<file path="src/hdl/i2c_master_register_sequencer_unit_defines.svh">
`ifndef I2C_MASTER_REGISTER_SEQUENCER_UNIT_DEFINES_SVH
`define I2C_MASTER_REGISTER_SEQUENCER_UNIT_DEFINES_SVH

// Checked at every edge, reset included.
`define I2CMS_ASSERT_ALWAYS(label, ante, cons, msg) \
    label: assert property (@(posedge i_clk) (ante) |-> (cons)) else $error(msg);

// Same-cycle implication, ignored while reset is held.
`define I2CMS_ASSERT_NOW(label, ante, cons, msg) \
    label: assert property (@(posedge i_clk) disable iff (!i_rst_n) \
        (ante) |-> (cons)) else $error(msg);

`endif

</file>
<file path="src/hdl/i2cms_pkg.sv">
package i2cms_pkg;

    localparam int MAX_BYTES = 16;
    localparam logic [4:0] MAX_CNT = (MAX_BYTES > 31) ? 5'd31 : 5'(MAX_BYTES);

    typedef enum logic [1:0] {
        CMD_BEGIN_W,
        CMD_BEGIN_R,
        CMD_EVENT,
        CMD_NOP
    } t_cmd;

    typedef enum logic [1:0] {
        OP_BEGIN_W = 2'd0,
        OP_BEGIN_R = 2'd1,
        OP_EVENT   = 2'd2
    } t_op;

    typedef enum logic [2:0] {
        ACT_NONE   = 3'd0,
        ACT_START  = 3'd1,
        ACT_ADDR_W = 3'd2,
        ACT_ADDR_R = 3'd3,
        ACT_BYTE   = 3'd4,
        ACT_STOP   = 3'd5
    } t_action;

    typedef enum logic [3:0] {
        PH_UNINIT    = 4'd0,
        PH_W_START   = 4'd1,
        PH_W_ADDR    = 4'd2,
        PH_W_DATA    = 4'd3,
        PH_W_DONE    = 4'd4,
        PH_R_START   = 4'd5,
        PH_R_ADDR    = 4'd6,
        PH_R_REG     = 4'd7,
        PH_R_RESTART = 4'd8,
        PH_R_ADDR2   = 4'd9,
        PH_R_DATA    = 4'd10,
        PH_R_DONE    = 4'd11,
        PH_ERROR     = 4'd12
    } t_phase;

    typedef enum logic [1:0] {
        CFG_DEV_ADDR  = 2'd0,
        CFG_START_REG = 2'd1,
        CFG_BYTE_CNT  = 2'd2
    } t_cfg_idx;

    typedef struct packed {
        t_cmd       kind;
        logic       sb;
        logic       addr;
        logic       txe;
        logic       rxne;
        logic [7:0] rxd;
        logic [7:0] txd;
    } t_cmd_item;

    typedef struct packed {
        logic       wen;
        logic [1:0] idx;
        logic [7:0] data;
    } t_cfg_wr;

    typedef struct packed {
        logic       done_res;
        logic       error;
        logic [3:0] phase;
        logic [3:0] byte_position;
        logic [7:0] rx_byte;
        logic       rx_valid;
        logic       ack_enable;
        logic       clear_addr;
        logic [7:0] out_byte;
        logic [2:0] action;
    } t_result;

endpackage

</file>
<file path="src/hdl/i2cms_front.sv">
module i2cms_front
    import i2cms_pkg::*;
(
    input  logic        i_clk,
    input  logic        i_rst_n,
    input  logic        i_s_tvalid,
    output logic        o_s_tready,
    input  logic [23:0] i_s_tdata,
    input  logic [1:0]  i_s_tuser,
    output logic        o_push,
    output t_cmd_item   o_item,
    input  logic        i_push_ready
);

    logic      r_vld;
    t_cmd_item r_item;
    t_cmd_item n_item;

    assign o_s_tready = !r_vld || i_push_ready;
    assign o_push     = r_vld;
    assign o_item     = r_item;

    always_comb begin
        n_item.sb   = i_s_tdata[0];
        n_item.addr = i_s_tdata[1];
        n_item.txe  = i_s_tdata[2];
        n_item.rxne = i_s_tdata[3];
        n_item.rxd  = i_s_tdata[11:4];
        n_item.txd  = i_s_tdata[19:12];
        case (t_op'(i_s_tuser))
            OP_BEGIN_W: n_item.kind = CMD_BEGIN_W;
            OP_BEGIN_R: n_item.kind = CMD_BEGIN_R;
            OP_EVENT:   n_item.kind = CMD_EVENT;
            default:    n_item.kind = CMD_NOP;
        endcase
    end

    always_ff @(posedge i_clk) begin
        if (!i_rst_n) begin
            r_vld <= 1'b0;
        end else if (o_s_tready) begin
            r_vld <= i_s_tvalid;
        end
    end

    always_ff @(posedge i_clk) begin
        if (i_s_tvalid && o_s_tready) begin
            r_item <= n_item;
        end
    end

endmodule

</file>
<file path="src/hdl/i2cms_queue.sv">
module i2cms_queue #(
    parameter int WIDTH = 8,
    parameter int DEPTH = 4
) (
    input  logic             i_clk,
    input  logic             i_rst_n,
    input  logic             i_push,
    input  logic [WIDTH-1:0] i_data,
    output logic             o_push_ready,
    output logic             o_pop_valid,
    input  logic             i_pop,
    output logic [WIDTH-1:0] o_data
);

    localparam int PW = (DEPTH > 1) ? $clog2(DEPTH) : 1;
    localparam int CW = $clog2(DEPTH + 1);
    localparam logic [PW-1:0] LAST = PW'(DEPTH - 1);

    logic [WIDTH-1:0] r_mem [DEPTH];
    logic [PW-1:0]    r_wr, r_rd;
    logic [CW-1:0]    r_cnt;
    logic             w_wr, w_rd;

    assign o_push_ready = (r_cnt != CW'(DEPTH));
    assign o_pop_valid  = (r_cnt != '0);
    assign o_data       = r_mem[r_rd];
    assign w_wr         = i_push && o_push_ready;
    assign w_rd         = i_pop && o_pop_valid;

    always_ff @(posedge i_clk) begin
        if (!i_rst_n) begin
            r_wr  <= '0;
            r_rd  <= '0;
            r_cnt <= '0;
        end else begin
            if (w_wr) begin
                r_wr <= (r_wr == LAST) ? '0 : r_wr + 1'b1;
            end
            if (w_rd) begin
                r_rd <= (r_rd == LAST) ? '0 : r_rd + 1'b1;
            end
            if (w_wr && !w_rd) begin
                r_cnt <= r_cnt + 1'b1;
            end else if (w_rd && !w_wr) begin
                r_cnt <= r_cnt - 1'b1;
            end
        end
    end

    always_ff @(posedge i_clk) begin
        if (w_wr) begin
            r_mem[r_wr] <= i_data;
        end
    end

endmodule

</file>
<file path="src/hdl/i2cms_back.sv">
module i2cms_back
    import i2cms_pkg::*;
(
    input  logic        i_clk,
    input  logic        i_rst_n,
    input  t_cfg_wr     i_cfg,
    input  logic        i_cmd_valid,
    input  t_cmd_item   i_cmd,
    output logic        o_pop,
    output logic        o_m_tvalid,
    input  logic        i_m_tready,
    output logic [31:0] o_m_tdata
);

    logic [7:0] r_dev, r_reg;
    logic [4:0] r_cnt;

    t_phase     r_phase, n_phase;
    logic [4:0] r_left, n_left;
    logic [4:0] r_ptr, n_ptr;
    logic       r_ack, n_ack;

    logic       r_out_vld;
    t_result    r_res, n_res;

    assign o_pop      = i_cmd_valid && (!r_out_vld || i_m_tready);
    assign o_m_tvalid = r_out_vld;
    assign o_m_tdata  = r_res;

    always_ff @(posedge i_clk) begin
        if (!i_rst_n) begin
            r_dev <= '0;
            r_reg <= '0;
            r_cnt <= '0;
        end else if (i_cfg.wen) begin
            case (t_cfg_idx'(i_cfg.idx))
                CFG_DEV_ADDR:  r_dev <= i_cfg.data;
                CFG_START_REG: r_reg <= i_cfg.data;
                CFG_BYTE_CNT:  r_cnt <= i_cfg.data[4:0];
                default: ;
            endcase
        end
    end

    always_ff @(posedge i_clk) begin
        if (!i_rst_n) begin
            r_phase <= PH_UNINIT;
            r_left  <= '0;
            r_ptr   <= '0;
            r_ack   <= 1'b0;
        end else if (o_pop) begin
            r_phase <= n_phase;
            r_left  <= n_left;
            r_ptr   <= n_ptr;
            r_ack   <= n_ack;
        end
    end

    always_ff @(posedge i_clk) begin
        if (!i_rst_n) begin
            r_out_vld <= 1'b0;
        end else if (o_pop) begin
            r_out_vld <= 1'b1;
        end else if (i_m_tready) begin
            r_out_vld <= 1'b0;
        end
    end

    always_ff @(posedge i_clk) begin
        if (o_pop) begin
            r_res <= n_res;
        end
    end

    always_comb begin
        t_action    act;
        logic [7:0] obyte;
        logic       clr, rxv, done;
        logic [7:0] rxb;
        logic [3:0] pos;

        n_phase = r_phase;
        n_left  = r_left;
        n_ptr   = r_ptr;
        n_ack   = r_ack;
        act     = ACT_NONE;
        obyte   = '0;
        clr     = 1'b0;
        rxv     = 1'b0;
        rxb     = '0;
        pos     = '0;
        done    = 1'b0;

        case (i_cmd.kind)
            CMD_BEGIN_W, CMD_BEGIN_R: begin
                n_left  = (r_cnt > MAX_CNT) ? MAX_CNT : r_cnt;
                n_ptr   = '0;
                n_phase = (i_cmd.kind == CMD_BEGIN_W) ? PH_W_START : PH_R_START;
                act     = ACT_START;
            end
            CMD_EVENT: begin
                case (r_phase)
                    PH_UNINIT: n_phase = PH_ERROR;
                    PH_W_START, PH_R_START: begin
                        if (i_cmd.sb) begin
                            if (r_phase == PH_R_START) begin
                                n_ack = 1'b1;
                            end
                            act     = ACT_ADDR_W;
                            obyte   = {r_dev[7:1], 1'b0};
                            n_phase = (r_phase == PH_W_START) ? PH_W_ADDR : PH_R_ADDR;
                        end else begin
                            n_phase = PH_ERROR;
                        end
                    end
                    PH_W_ADDR, PH_R_ADDR: begin
                        if (i_cmd.addr) begin
                            clr     = 1'b1;
                            act     = ACT_BYTE;
                            obyte   = r_reg;
                            n_phase = (r_phase == PH_W_ADDR) ? PH_W_DATA : PH_R_REG;
                        end else begin
                            n_phase = PH_ERROR;
                        end
                    end
                    PH_W_DATA: begin
                        if (!i_cmd.txe) begin
                            n_phase = PH_ERROR;
                        end else if (r_left != '0) begin
                            act    = ACT_BYTE;
                            obyte  = i_cmd.txd;
                            pos    = r_ptr[3:0];
                            n_ptr  = r_ptr + 1'b1;
                            n_left = r_left - 1'b1;
                        end else begin
                            act     = ACT_STOP;
                            done    = 1'b1;
                            n_phase = PH_W_DONE;
                        end
                    end
                    PH_R_REG: begin
                        if (i_cmd.txe) begin
                            act     = ACT_START;
                            n_phase = PH_R_RESTART;
                        end else begin
                            n_phase = PH_ERROR;
                        end
                    end
                    // repeated start not seen yet: keep waiting
                    PH_R_RESTART: begin
                        if (i_cmd.sb) begin
                            act     = ACT_ADDR_R;
                            obyte   = {r_dev[7:1], 1'b1};
                            n_phase = PH_R_ADDR2;
                        end
                    end
                    PH_R_ADDR2: begin
                        if (i_cmd.addr) begin
                            if (r_left == 5'd1) begin
                                n_ack = 1'b0;
                            end
                            clr     = 1'b1;
                            n_phase = PH_R_DATA;
                        end else begin
                            n_phase = PH_ERROR;
                        end
                    end
                    PH_R_DATA: begin
                        if (!i_cmd.rxne) begin
                            n_phase = PH_ERROR;
                        end else if (r_left == '0) begin
                            act     = ACT_STOP;
                            done    = 1'b1;
                            n_phase = PH_R_DONE;
                        end else begin
                            rxv    = 1'b1;
                            rxb    = i_cmd.rxd;
                            pos    = r_ptr[3:0];
                            n_ptr  = r_ptr + 1'b1;
                            n_left = r_left - 1'b1;
                            // NACK goes out on the last byte
                            if (r_left == 5'd2) begin
                                n_ack = 1'b0;
                            end
                            if (r_left == 5'd1) begin
                                act     = ACT_STOP;
                                done    = 1'b1;
                                n_phase = PH_R_DONE;
                            end
                        end
                    end
                    default: ;
                endcase
            end
            default: ;
        endcase

        n_res.action        = act;
        n_res.out_byte      = obyte;
        n_res.clear_addr    = clr;
        n_res.ack_enable    = n_ack;
        n_res.rx_valid      = rxv;
        n_res.rx_byte       = rxb;
        n_res.byte_position = pos;
        n_res.phase         = n_phase;
        n_res.error         = (n_phase == PH_ERROR);
        n_res.done_res      = done;
    end

endmodule

</file>
<file path="src/hdl/i2c_master_register_sequencer_unit.sv">
// Path: an accepted input is registered in the front stage, written to the queue, then popped into the result register.
// Throughput: one item per cycle while the output is not stalled; every item yields exactly one result.
// The queue of QUEUE_DEPTH commands absorbs output stalls; input stalls once it fills.
// Reset (synchronous, active low) clears config, phase, counters, queue and valids.
`include "i2c_master_register_sequencer_unit_defines.svh"

module i2c_master_register_sequencer_unit
    import i2cms_pkg::*;
#(
    parameter int QUEUE_DEPTH = 4
) (
    input  logic        i_clk,
    input  logic        i_rst_n,
    input  logic        i_s_tvalid,
    output logic        o_s_tready,
    // sb, addr, txe, rxne, rx_data[7:0], tx_data[7:0], zero pad
    input  logic [23:0] i_s_tdata,
    // op[1:0]
    input  logic [1:0]  i_s_tuser,
    output logic        o_m_tvalid,
    input  logic        i_m_tready,
    // action[2:0], out_byte[7:0], clear_addr, ack_enable, rx_valid, rx_byte[7:0],
    // byte_position[3:0], phase[3:0], error, done_res
    output logic [31:0] o_m_tdata,
    input  logic        i_cfg_wen,
    input  logic [1:0]  i_cfg_idx,
    input  logic [7:0]  i_cfg_wdata
);

    localparam int ItemW = $bits(t_cmd_item);

    logic      w_push, w_push_ready, w_pop_valid, w_pop;
    t_cmd_item w_front_item, w_back_item;
    t_cfg_wr   w_cfg;

    assign w_cfg.wen  = i_cfg_wen;
    assign w_cfg.idx  = i_cfg_idx;
    assign w_cfg.data = i_cfg_wdata;

    i2cms_front u_front (
        .i_clk        (i_clk),
        .i_rst_n      (i_rst_n),
        .i_s_tvalid   (i_s_tvalid),
        .o_s_tready   (o_s_tready),
        .i_s_tdata    (i_s_tdata),
        .i_s_tuser    (i_s_tuser),
        .o_push       (w_push),
        .o_item       (w_front_item),
        .i_push_ready (w_push_ready)
    );

    i2cms_queue #(
        .WIDTH (ItemW),
        .DEPTH (QUEUE_DEPTH)
    ) u_queue (
        .i_clk        (i_clk),
        .i_rst_n      (i_rst_n),
        .i_push       (w_push),
        .i_data       (w_front_item),
        .o_push_ready (w_push_ready),
        .o_pop_valid  (w_pop_valid),
        .i_pop        (w_pop),
        .o_data       (w_back_item)
    );

    i2cms_back u_back (
        .i_clk       (i_clk),
        .i_rst_n     (i_rst_n),
        .i_cfg       (w_cfg),
        .i_cmd_valid (w_pop_valid),
        .i_cmd       (w_back_item),
        .o_pop       (w_pop),
        .o_m_tvalid  (o_m_tvalid),
        .i_m_tready  (i_m_tready),
        .o_m_tdata   (o_m_tdata)
    );

    `I2CMS_ASSERT_ALWAYS(a_out_clear_after_rst, !i_rst_n ##1 1'b1, !o_m_tvalid,
        "result valid after reset")
    `I2CMS_ASSERT_NOW(a_new_result_popped, $rose(o_m_tvalid), $past(w_pop),
        "result without queued command")
    `I2CMS_ASSERT_NOW(a_rx_in_read_phase, o_m_tvalid && o_m_tdata[13],
        o_m_tdata[29:26] == PH_R_DATA || o_m_tdata[29:26] == PH_R_DONE,
        "byte stored outside read data phase")
    `I2CMS_ASSERT_NOW(a_done_is_stop, o_m_tvalid && o_m_tdata[31],
        o_m_tdata[2:0] == ACT_STOP, "done without stop action")

endmodule
</file>
<file path="config.mk">
export PLATFORM = sky130hd
export DESIGN_NAME = i2c_master_register_sequencer_unit
export DESIGN_NICKNAME = d
export VERILOG_FILES = /design/src/hdl/i2cms_pkg.sv /design/src/hdl/i2cms_front.sv /design/src/hdl/i2cms_queue.sv /design/src/hdl/i2cms_back.sv /design/src/hdl/i2c_master_register_sequencer_unit.sv
export VERILOG_INCLUDE_DIRS = /design/src /design/src/hdl
export SDC_FILE = /design/constraint.sdc
export NUM_CORES = 1
export LEC_CHECK = 0
export BUFFER_PORTS_ARGS = -buffer_cell sky130_fd_sc_hd__buf_4
export CAP_MARGIN = 20
export CORE_MARGIN = 2
export CORE_UTILIZATION = 50
export CTS_BUF_LIST = sky130_fd_sc_hd__clkbuf_2 sky130_fd_sc_hd__clkbuf_4 sky130_fd_sc_hd__clkbuf_8
export CTS_CLUSTER_DIAMETER = 50
export DETAILED_ROUTE_END_ITERATION = 16
export GPL_ROUTABILITY_DRIVEN = 0
export PLACE_DENSITY = 0.81
export SYNTH_ARGS = -nofsm -noshare
export SYNTH_HDL_FRONTEND = slang
export SYNTH_SLANG_ARGS = --single-unit
</file>
<file path="constraint.sdc">
create_clock -name i_clk -period 6.4 [get_ports i_clk]
set_input_delay 1.92 -clock i_clk [delete_from_list [all_inputs] [get_ports i_clk]]
set_output_delay 1.92 -clock i_clk [all_outputs]
set_load 0.03 [all_outputs]
</file>
After elaboration in Yosys (flattened, before gate mapping)
Memories as Yosys holds them, arrays and structs flattened. A register that Yosys moved wholly into a read port is not among the register bits.
Index checks and enable logic that the tools add are counted.
- register bits: 99
- bits in writable memories: 88
- bits of input ports: 41
- output and inout bits: 34
- word-level logic and storage cells: 177
- memories: 1
- memories (name ; depth ; bits a word ; read ports ; clocked after memory_dff ; write ports ; line ; text):
    u_queue.r_mem ; 4 ; 22 ; 1 ; 1 ; 1 ; i2cms_queue.sv:19 ; logic [WIDTH-1:0] r_mem [DEPTH];
- add/subtract/negate cells: 6
- $lt $le $gt $ge: 1
- equality and inequality tests: 26
- muxes and demuxes: 78
- bitwise gates (word level): 3
- reductions and logical operators: 33
- operator list (kind ; count):
    4-bit two-way mux ; 12
    5-bit two-way mux ; 9
    8-bit two-way mux ; 5
    5-bit one-hot mux with 2 select lines ; 4
    3-bit two-way mux ; 12
    4-bit one-hot mux with 8 select lines ; 1
    8-bit one-hot mux with 4 select lines ; 1
    1-bit two-way mux ; 21
    3-bit one-hot mux with 6 select lines ; 1
    4-bit equality test, second input constant ; 4
    4-bit one-hot mux with 2 select lines ; 2
    4-bit by 3-bit equality test with 1-bit output, second input constant ; 3
    2-bit two-way mux ; 6
    3-bit by 2-bit inequality test with 1-bit output, second input constant ; 4
    2-bit equality test, second input constant ; 5
    4-bit by 2-bit equality test with 1-bit output, second input constant ; 2
    2-bit AND reduction ; 4
    7-bit AND reduction ; 1
    2-bit by 1-bit equality test with 1-bit output, second input constant ; 3
    1-bit logical AND ; 6
    2-bit logical NOT ; 3
    3-bit inequality test, second input constant ; 2
    2-bit one-hot mux with 3 select lines ; 1
    3-bit one-hot mux with 2 select lines ; 1
    other kinds (23) ; 34

Longest topological paths before layout
Gate-level depths: netlist of the first run.
- depth in word-level cells: 7
- depth in mapped cells: 9
- mapped depth without buffers: 8

Hierarchy
A second synthesis of the first run with hierarchy kept.
- cell total of the unflattened synthesis: 523
- area, all modules: 7714.9 µm²
- by module, submodules not included (module ; instances ; cells an instance ; area an instance (µm²) ; sequential area each (µm²)):
    i2cms_queue ; 1 ; 165 ; 3646.0 ; 2822.7
    i2cms_back ; 1 ; 329 ; 3343.2 ; 1661.6
    i2cms_front ; 1 ; 29 ; 725.7 ; 680.7

Least setup slack after synthesis of the first run
Ideal clock, no wire load.
- path type: input-to-reg
- start point: in i_m_tready
- end point: reg u_queue.r_cnt[2]
- setup time: 0.071 ns
- arrival: 3.613 ns
- data required time: 6.329 ns
- slack: 2.716 ns
- stages on the path: 9
- path buffers: 1
- cell sequence: nor2b_1 or2_1 clkbuf_1 ha_1 inv_1 fa_1 xor2_1 or3_1 a21oi_1
- word-level cells in the longest chain between the ends: 6
- elaborated cells between the ends (all ways): 8
- classes of those cells: 1 x mux; 7 x reduce/logical
- ends and longest elaborated chain (item ; line ; text):
    start, declared ; i2c_master_register_sequencer_unit.sv:21 ; input logic i_m_tready,
    1-bit logical OR * ; i2cms_back.sv:26 ; assign o_pop = i_cmd_valid && (!r_out_vld || i_m_tready);
    1-bit logical AND * ; i2cms_back.sv:26 ;
    1-bit logical AND * ; i2cms_queue.sv:28 ; assign w_rd = i_pop && o_pop_valid;
    1-bit logical NOT ; i2cms_queue.sv:42 ; if (w_wr && !w_rd) begin
    1-bit logical AND ; i2cms_queue.sv:42 ;
    3-bit two-way mux or 2-bit nonzero test (tied branches) ; - ;
    end signal, assigned ; i2cms_queue.sv:43 ; r_cnt <= r_cnt + 1'b1;
    end signal, assigned ; i2cms_queue.sv:45 ; r_cnt <= r_cnt - 1'b1;
    end, declared ; i2cms_queue.sv:21 ; logic [CW-1:0] r_cnt;
Every way passes the cells marked *; elsewhere a longest branch is shown, timed or not.
A chain may end at the register's enable or synchronous reset.

Worst setup path after layout of the first run
- start point: in i_m_tready
- end point: reg u_back.r_ptr[3]
- word-level cells in the longest chain between the ends: 3
- ends and longest elaborated chain (item ; line ; text):
    1-bit logical OR ; i2cms_back.sv:26 ;
    1-bit logical AND ; i2cms_back.sv:26 ;
    named net u_back.o_pop ; i2cms_back.sv:9 ; output logic o_pop,
    7-bit AND reduction (no line) ; - ;
    end signal, assigned ; i2cms_back.sv:54 ; r_ptr <= n_ptr;
    end, declared ; i2cms_back.sv:20 ; logic [4:0] r_ptr, n_ptr;
The timed path passes the listed nets, and every way through them passes these cells.

==> results of run 1 <==
[cells by family after synthesis]
kind of cell / synth area share
AO/OA/AOI/OAI: 0.0796
adder cells (fa/ha/maj): 0.0205
buffers and inverters: 0.0261
XOR/XNOR: 0.00341
flip-flops: 0.670
multiplexers: 0.101
AND/OR/NAND/NOR: 0.0991
[worst max-delay path, cell delays in order]
cell	delay, ps
buf_4	80
nor2b_1	40
or2_1	400
inv_2	690
o221ai_2	460
or3_1	460
a21oi_1	180
[how the worst min path moves through the flow]
| stage | cells after the start | from | end |
|---|---|---|---|
| 2_1_floorplan | 2 | u_queue.r_rd[1]$_SDFFE_PN0P_ | register |
| 3_3_place_gp | 2 | u_queue.r_rd[1]$_SDFFE_PN0P_ | u_queue.r_rd[1]$_SDFFE_PN0P_ |
| 3_5_place_dp | 2 | u_queue.r_rd[1]$_SDFFE_PN0P_ | u_queue.r_rd[1]$_SDFFE_PN0P_ |
| 4_1_cts | 2 | u_queue.r_rd[1]$_SDFFE_PN0P_ | register |
| 5_1_grt | 2 | u_queue.r_rd[1]$_SDFFE_PN0P_ | register |
| 6_report | 2 | u_queue.r_rd[1]$_SDFFE_PN0P_ | register |
[power by group through the flow]
stage	Clock (mW)	Combinational, mW	Sequential, mW
floorplan	0	0.703	1.85
global placement	0	1.17	1.68
detailed placement	0	1.20	1.70
CTS	0.761	1.21	1.67
global route	0.808	1.31	1.70
finish	0.748	1.22	1.67
[routing by layer]
layer | GRT usage | share of wire
met2 | 0.333 | 0.52
met3 | 0.0463 | 0.065
met5 | 0 | 0
met1 | 0.231 | 0.39
met4 | 0.0886 | 0.027
[area by class of cell]
type | instances | area [um^2]
clock buffers | 17 | 234
inverters | 17 | 63.8
well taps | 188 | 235
repair buffers | 79 | 673
clock inverters | 15 | 151
multi-input cells | 294 | 2340
fillers | 1095 | 6280
flip-flops and latches | 187 | 5160
[cells in the mapped netlist (3+ instances only)]
cell type and count:
nand3_1 15, buf_1 3, nand3b_1 3, a22oi_1 9
buf_6 3, and2_1 12, o21ai_0 8, o21ai_1 4
a211oi_1 4, nor2_1 35, xor2_1 3, buf_2 8
nor3_1 7, dfxtp_1 45, nor3b_1 6, clkbuf_1 14
mux4_2 22, nand2_1 26, and3_1 3, nor2b_1 15
edfxtp_1 142, a21oi_1 30, mux2i_1 27, ha_1 11
or3_1 5, inv_1 14
==> impl_metrics.py, run 1 <==
metrics = {
    "routing": {
        "wl_mm": 15.2,
        "ant_nets": 0,
        "vias_per_cell": 5.92,
        "drt_first_pass_iters": 5,
        "dr_total_vias": 4715,
        "wl_per_cell_um": 19.1,
        "drc_errors": 0,
        "drt_iter0_drc": 549,
    },
    "die": {
        "rows": 45,
        "start_util": 0.509,
        "coreArea_um2": 15100,
        "die_h_um": 128,
        "die_w_um": 128,
        "num_io_pins": 75,
        "dieArea_um2": 16400,
    },
    "global_route": {
        "grt.overflow.total": 0,
        "grt_antenna_before_repair": 0,
        "grt_pass1_wl_mm": 24.1,
        "grt_max_degree": 40,
        "grt_pass1_vias": 4727,
        "grt.total_usage": 0.193,
    },
    "cells_and_area": {
        "fin_util": 0.585,
        "instances_no_fill": 797,
        "final_cell_area_um2": 8870,
        "drive_gt1_frac": 0.236,
        "layout.nets": 649,
        "area_delta_synth_final_pct": 15.1,
        "largest_register_ffs": 88,
        "largest-register": "u_queue.r_mem",
        "mostFrequentLayoutCells": "142 x edfxtp_1, 74 x buf_4, 45 x dfxtp_1",
        "num_antenna_cells": 0,
        "mostFrequentLayoutCell": "edfxtp_1",
    },
    "power": {
        "power.internal_mw": 2.30,
        "p_comb_frac": 0.335,
        "p_per_area_nw_per_um2": 410,
        "clkPwrFrac": 0.206,
        "sw_frac_of_total": 0.368,
        "p_switching_mw": 1.34,
        "power_mw": 3.64,
        "seqPwrFrac": 0.459,
        "peakVddDrop_uv": 166,
        "p_leak_nw": 3.16,
    },
    "timing": {
        "finClkSkew_ps": 12.3,
        "relSlewSlack": 0.407,
        "setup-tns-final_ps": 0,
        "hold_violations": 0,
        "final.min_clock_period_ps": 3850,
        "min_period_over_period": 0.602,
        "maxSlewViolCount": 0,
        "setup_slack_ps": 2550,
        "whs_ps": 491,
        "rsz0062_at_grt": "false",
        "worst_slew_pin_slew_ps": 887,
        "setup_violations": 0,
        "timing.fmax_mhz": 260,
    },
    "worst_setup_path": {
        "cp_max_fo": 39,
        "worst_setup_path_end_kind": "register",
        "reg2reg_depth": 4,
        "critPathKind": "primary input to register",
        "worst_ep_required_time_ps": 6790,
        "critPathLaunch": "i_m_tready",
        "crit_end": "u_back.r_ptr[3]$_SDFFE_PN0P_",
        "cp.arrival_ps": 4240,
        "r2r_slack_ps": 3330,
        "reg2reg_to": "u_back.o_m_tdata[5]$_SDFFCE_PN0P_",
        "start_kind": "primary input",
    },
    "logic_synthesis": {
        "synth_fp_nets": 579,
        "ys_ff_latch": 187,
        "yosysSeqAreaShare": 0.670,
        "synth_ff_type": "edfxtp_1",
        "synth_area_leaders": "edfxtp_1 55%, dfxtp_1 12%, mux4_2 6.4%",
        "async_reset_ff_frac": 0,
        "yosys.area.top_type_share": 0.554,
        "synth_cells": 526,
        "syn_area_per_cell_um2": 14.6,
        "yosysTopAreaCell": "edfxtp_1",
        "synth-edff-count": 142,
        "syn_area_um2": 7700,
        "yosysUniqueCellTypes": 66,
        "ys_warn_count": 0,
    },
    "hold_path": {
        "hp-class": "register to register",
    },
    "clock_tree": {
        "numCtsBuffers": 17,
        "cts_resized": 0,
        "cts.clk_slew.worst_paths_ps": 100,
        "cts_sinks": 187,
        "cts_tree": "built",
        "clk_latency_ps": 470,
        "cts-root-buf": "clkbuf_8",
        "htreeDepth": 4,
        "post_cts_buffers": 0,
        "postCtsHoldBufs": 0,
        "clockBufferDepth": 2,
    },
    "flow_run": {
        "max-cap-violations": 0,
    },
    "placement": {
        "dp_hpwl_mm": 10.0,
        "dp.cells": 760,
        "placed_area_um2": 8360,
        "place_ws_ps": 2070,
        "port_buffers": 70,
    },
    "status": {
        "status": "completed",
    },
}
Note: power is estimated with default switching activity, not from simulation.
==> run 2: changes to the inputs <==
clock period = 4.01 ns   (was 6.4 ns; I/O delays follow)
==> run 2 against run 1 <==
Utilization shrank 0.26 points. Die area is the same. Worst hold slack hardly changed. Sequential power is 60% higher. Clock power is 51% higher. Wire length down 1.8%. Design area is 0.44% lower. First-iteration DRC count grew 6.9%. Sequential share of layout area is 0.26 points higher. Critical path depth decreased by 2. Via count fell by 0.45%. Largest power group unchanged.
==> impl_metrics.py, run 2 (synthesis results as in run 1) <==
metrics = {
    "routing": {
        "drt_iter0_drc": 587,
        "ant_nets": 0,
        "wl_mm": 14.9,
        "vias_per_cell": 5.87,
        "drc_errors": 0,
        "dr_total_vias": 4694,
        "wl_per_cell_um": 18.7,
        "drt_first_pass_iters": 6,
    },
    "global_route": {
        "grt.overflow.total": 0,
        "grt_pass1_vias": 4554,
        "grt_antenna_before_repair": 0,
        "grt_max_degree": 36,
        "grt.total_usage": 0.191,
        "grt_pass1_wl_mm": 23.6,
    },
    "worst_setup_path": {
        "reg2reg_depth": 5,
        "reg2reg_to": "u_back.r_left[1]$_SDFFE_PN0P_",
        "crit_chain": "mux4_2 > nand2b_1 > o221ai_2 > nor3_1 > a211oi_2",
        "start_kind": "register",
        "critPathKind": "register to register",
        "r2r_slack_ps": 1080,
        "cp_max_fo": 13,
        "slowest_stage": "mux4_2",
        "crit_path_max_incr_delay_ps": 750,
        "worst_ep_required_time_ps": 4400,
        "cp.arrival_ps": 3320,
        "worst_setup_path_end_kind": "register",
    },
    "clock_tree": {
        "cts_tree": "built",
        "post_cts_buffers": 0,
        "htreeDepth": 4,
        "clockBufferDepth": 2,
        "cts-root-buf": "clkbuf_8",
        "numCtsBuffers": 17,
        "cts.clk_slew.worst_paths_ps": 90,
        "clk_latency_ps": 470,
        "cts_resized": 0,
        "cts_sinks": 187,
        "postCtsHoldBufs": 0,
    },
    "timing": {
        "min_period_over_period": 0.730,
        "rsz0062_at_grt": "false",
        "setup_violations": 0,
        "whs_ps": 491,
        "final.min_clock_period_ps": 2930,
        "finClkSkew_ps": 13.8,
        "hold_violations": 0,
        "maxSlewViolCount": 0,
        "setup-tns-final_ps": 0,
        "timing.fmax_mhz": 342,
        "worst_slew_pin_slew_ps": 792,
        "relSlewSlack": 0.469,
    },
    "power": {
        "p_leak_nw": 3.14,
        "p_per_area_nw_per_um2": 651,
        "peakVddDrop_uv": 269,
    },
    "die": {
        "die_h_um": 128,
        "rows": 45,
        "num_io_pins": 75,
        "coreArea_um2": 15100,
        "start_util": 0.509,
        "die_w_um": 128,
        "dieArea_um2": 16400,
    },
    "hold_path": {
        "holdPathEnd": "u_back.r_ptr[3]$_SDFFE_PN0P_",
        "hp-class": "register to register",
        "min-delay-start": "u_back.r_ptr[3]$_SDFFE_PN0P_",
        "min_path_cells": 2,
    },
    "cells_and_area": {
        "largest-register": "u_queue.r_mem",
        "largest_register_ffs": 88,
        "instances_no_fill": 799,
        "final_cell_area_um2": 8830,
        "num_antenna_cells": 0,
        "layout.nets": 651,
        "mostFrequentLayoutCell": "edfxtp_1",
        "drive_gt1_frac": 0.237,
        "area_delta_synth_final_pct": 14.6,
        "mostFrequentLayoutCells": "142 x edfxtp_1, 77 x buf_4, 45 x dfxtp_1",
    },
    "flow_run": {
        "max-cap-violations": 0,
    },
    "placement": {
        "placed_area_um2": 8440,
        "port_buffers": 70,
        "dp_hpwl_mm": 10.2,
        "dp.cells": 766,
    },
    "status": {
        "status": "completed",
    },
}
[run 2: cell count changes in the layout (fill, tap and decap cells not counted), sizes merged]
cell and delta:
clkinv -1, inv -3, clkbuf +2, clkinvlp +2, buf +2
[run 2: worst max-delay path, delay by kind of cell (launching register included)]
kind | cells | cell delay, ps
DFF | 1 | 680
and+or+nand+nor | 2 | 600
AOI/OAI and AO/OA | 2 | 820
muxes | 1 | 750
[run 2: how the worst max path moves through the flow]
stage	end	slack (ps)	cells after the start	start
global placement	u_queue.r_cnt[2]$_SDFFE_PN0P_	850	9	i_m_tready
finish	u_back.r_left[1]$_SDFFE_PN0P_	1080	5	register
global route	u_back.r_left[1]$_SDFFE_PN0P_	850	5	register
CTS	u_back.r_left[2]$_SDFFE_PN0P_	1080	5	register
floorplan	u_queue.r_cnt[2]$_SDFFE_PN0P_	1040	9	i_m_tready
detailed placement	u_queue.r_cnt[2]$_SDFFE_PN0P_	720	9	i_m_tready
[run 2: where the power goes]
part           leakage [nW]  switching, mW  internal [mW]
registers              1.70          0.226           2.45
logic                  1.26           1.18          0.758
clock network         0.180          0.671          0.458
total                  3.14           2.08           3.67
[run 2: per-stage QoR]
stage | total power [mW] | setup WS [ps] | utilization
3_5_place_dp | 4.64 | 716 | 0.557
2_1_floorplan | 4.07 | 1040 | -
3_3_place_gp | 4.56 | 850 | 0.554
6_report | 5.75 | 1080 | 0.583
4_1_cts | 5.76 | 1080 | 0.581
5_1_grt | 6.03 | 848 | 0.583
[run 2: cell type report]
type                       count  area [um^2]
inverter                      17         63.8
clock buffer                  19          249
sequential                   187         5160
multi-input combinational    294         2340
timing repair buffer          81          663
tap                          188          235
clock inverter                13          108
fill                        1109         6320
[run 2: layer usage]
layer  GRT usage  vias to the layer above  wire length [um]
met1       0.230                     2292              5820
met4       0.101                        0               495
li1            -                     2146                 -
met2       0.325                      215              7680
met3      0.0401                       41               923
met5           0                        -                 0
==> run 3: changes to the inputs <==
PLACE_DENSITY = 0.84   (was 0.81)
clock period = 2.5 ns   (was 4.01 ns; I/O delays follow)
==> run 3 against run 2 <==
Wire length increased by 1.8%. Design area increased by 2.1%. Sequential share of layout area decreased by 1.2 points. Via count increased by 0.79%. Count of clock-buffer cells in the layout decreased by 1. Sequential power increased by 59%. Critical path depth increased by 2. Non-clock buffer count increased by 16. Fmax increased by 22%. Combinational power increased by 74%. Clock skew about the same. Worst setup slack got worse by 990 ps.
==> impl_metrics.py, run 3 (synthesis results as in run 1) <==
metrics = {
    "status": {
        "status": "completed",
    },
    "die": {
        "die_h_um": 128,
        "coreArea_um2": 15100,
        "num_io_pins": 75,
        "die_w_um": 128,
        "rows": 45,
        "start_util": 0.509,
        "dieArea_um2": 16400,
    },
    "worst_setup_path": {
        "cp.arrival_ps": 2740,
        "reg2reg_to": "u_back.o_m_tdata[30]$_DFFE_PP_",
        "crit_end": "u_back.o_m_tdata[30]$_DFFE_PP_",
        "r2r_slack_ps": 100,
        "worst_setup_path_end_kind": "register",
        "cp_max_fo": 7,
        "reg2reg_depth": 7,
        "critPathKind": "register to register",
        "start_kind": "register",
        "worst_ep_required_time_ps": 2830,
    },
    "cells_and_area": {
        "mostFrequentLayoutCells": "142 x edfxtp_1, 94 x buf_4, 44 x dfxtp_1",
        "largest-register": "u_queue.r_mem",
        "final_cell_area_um2": 9010,
        "area_delta_synth_final_pct": 17.0,
        "drive_gt1_frac": 0.265,
        "mostFrequentLayoutCell": "edfxtp_1",
        "layout.nets": 667,
        "num_antenna_cells": 0,
        "largest_register_ffs": 88,
    },
    "power": {
        "peakVddDrop_uv": 431,
        "p_leak_nw": 3.25,
        "p_per_area_nw_per_um2": 1070,
    },
    "clock_tree": {
        "htreeDepth": 4,
        "numCtsBuffers": 17,
        "cts.clk_slew.worst_paths_ps": 100,
        "post_cts_buffers": 0,
        "cts_sinks": 187,
        "clockBufferDepth": 2,
        "cts-root-buf": "clkbuf_8",
        "cts_tree": "built",
        "clk_latency_ps": 470,
    },
    "routing": {
        "ant_nets": 0,
        "drt_iter0_drc": 413,
        "dr_total_vias": 4731,
        "vias_per_cell": 5.80,
        "drt_first_pass_iters": 5,
        "wl_per_cell_um": 18.6,
        "drc_errors": 0,
        "wl_mm": 15.2,
    },
    "timing": {
        "setup_violations": 0,
        "final.min_clock_period_ps": 2400,
        "whs_ps": 450,
        "relSlewSlack": 0.603,
        "finClkSkew_ps": 14.1,
        "min_period_over_period": 0.962,
        "setup_slack_ps": 95.2,
        "setup-tns-final_ps": 0,
        "hold_violations": 0,
        "maxSlewViolCount": 0,
        "timing.fmax_mhz": 416,
        "worst_slew_pin_slew_ps": 594,
    },
    "global_route": {
        "grt_pass1_vias": 4810,
        "grt_antenna_before_repair": 0,
        "grt_max_degree": 36,
        "grt.total_usage": 0.193,
        "grt.overflow.total": 0,
        "grt_pass1_wl_mm": 24.0,
    },
    "placement": {
        "dp_hpwl_mm": 10.8,
        "place_ws_ps": -10.4,
        "port_buffers": 70,
        "placed_area_um2": 8570,
    },
    "flow_run": {
        "max-cap-violations": 0,
    },
    "hold_path": {
        "hp-class": "primary input to register",
    },
}
## run 3: final cells by class
type,instances,area (um^2)
multi-input combinational,294,2360
fill,1088,6130
clock buffer,18,241
timing repair buffer,97,766
tap,188,235
clock inverter,14,179
sequential,187,5170
inverter,17,63.8
## run 3: worst min path at each step
| stage | endpoint | slack (ps) | start | depth (start not counted) |
|---|---|---|---|---|
| after floorplan | register | 450 | u_queue.r_rd[1]$_SDFFE_PN0P_ | 2 |
| after global placement | u_queue.r_rd[1]$_SDFFE_PN0P_ | 460 | u_queue.r_rd[1]$_SDFFE_PN0P_ | 2 |
| after detailed placement | u_back.r_ptr[3]$_SDFFE_PN0P_ | 490 | u_back.r_ptr[3]$_SDFFE_PN0P_ | 2 |
| after CTS | u_front.o_item[0]$_DFFE_PP_ | 430 | i_s_tdata[12] | 1 |
| after global routing | u_front.o_item[16]$_DFFE_PP_ | 420 | i_s_tdata[3] | 1 |
| final | u_front.o_item[9]$_DFFE_PP_ | 450 | i_s_tdata[5] | 1 |
## run 3: routing by layer
metal  share of wire  routed length, um  track usage  vias to the layer above
met2            0.52               7870        0.332                      188
met3           0.054                816       0.0417                       45
met4           0.033                504        0.101                        0
met1            0.40               6000        0.229                     2323
li1                -                  -            -                     2175
met5               0                  0            0                        -
## run 3: critical path, cell delays in order (launching register included)
cell and delay, ps:
dfxtp_1 420, buf_4 180, buf_4 170, mux4_2 580, nand3_1 200, nand3_1 120
a211oi_2 350, and4b_1 240
## run 3: timing repair
item,4_1_cts,5_1_grt
setup endpoints to repair,0,10
resized for setup,0,5
hold buffers,0,0
## run 3: power breakdown
part           internal, mW  switching (mW)
clock network         0.942            1.11
registers              3.93           0.313
logic                  1.35            2.01
## run 3: through the flow
stage | total power, mW | util | cells
after global routing | 10.1 | 0.595 | 815
after CTS | 9.66 | 0.594 | 815
after global placement | 7.48 | 0.566 | 783
final | 9.67 | 0.595 | 815
after floorplan | 6.53 | - | 526
after detailed placement | 7.62 | 0.566 | 783
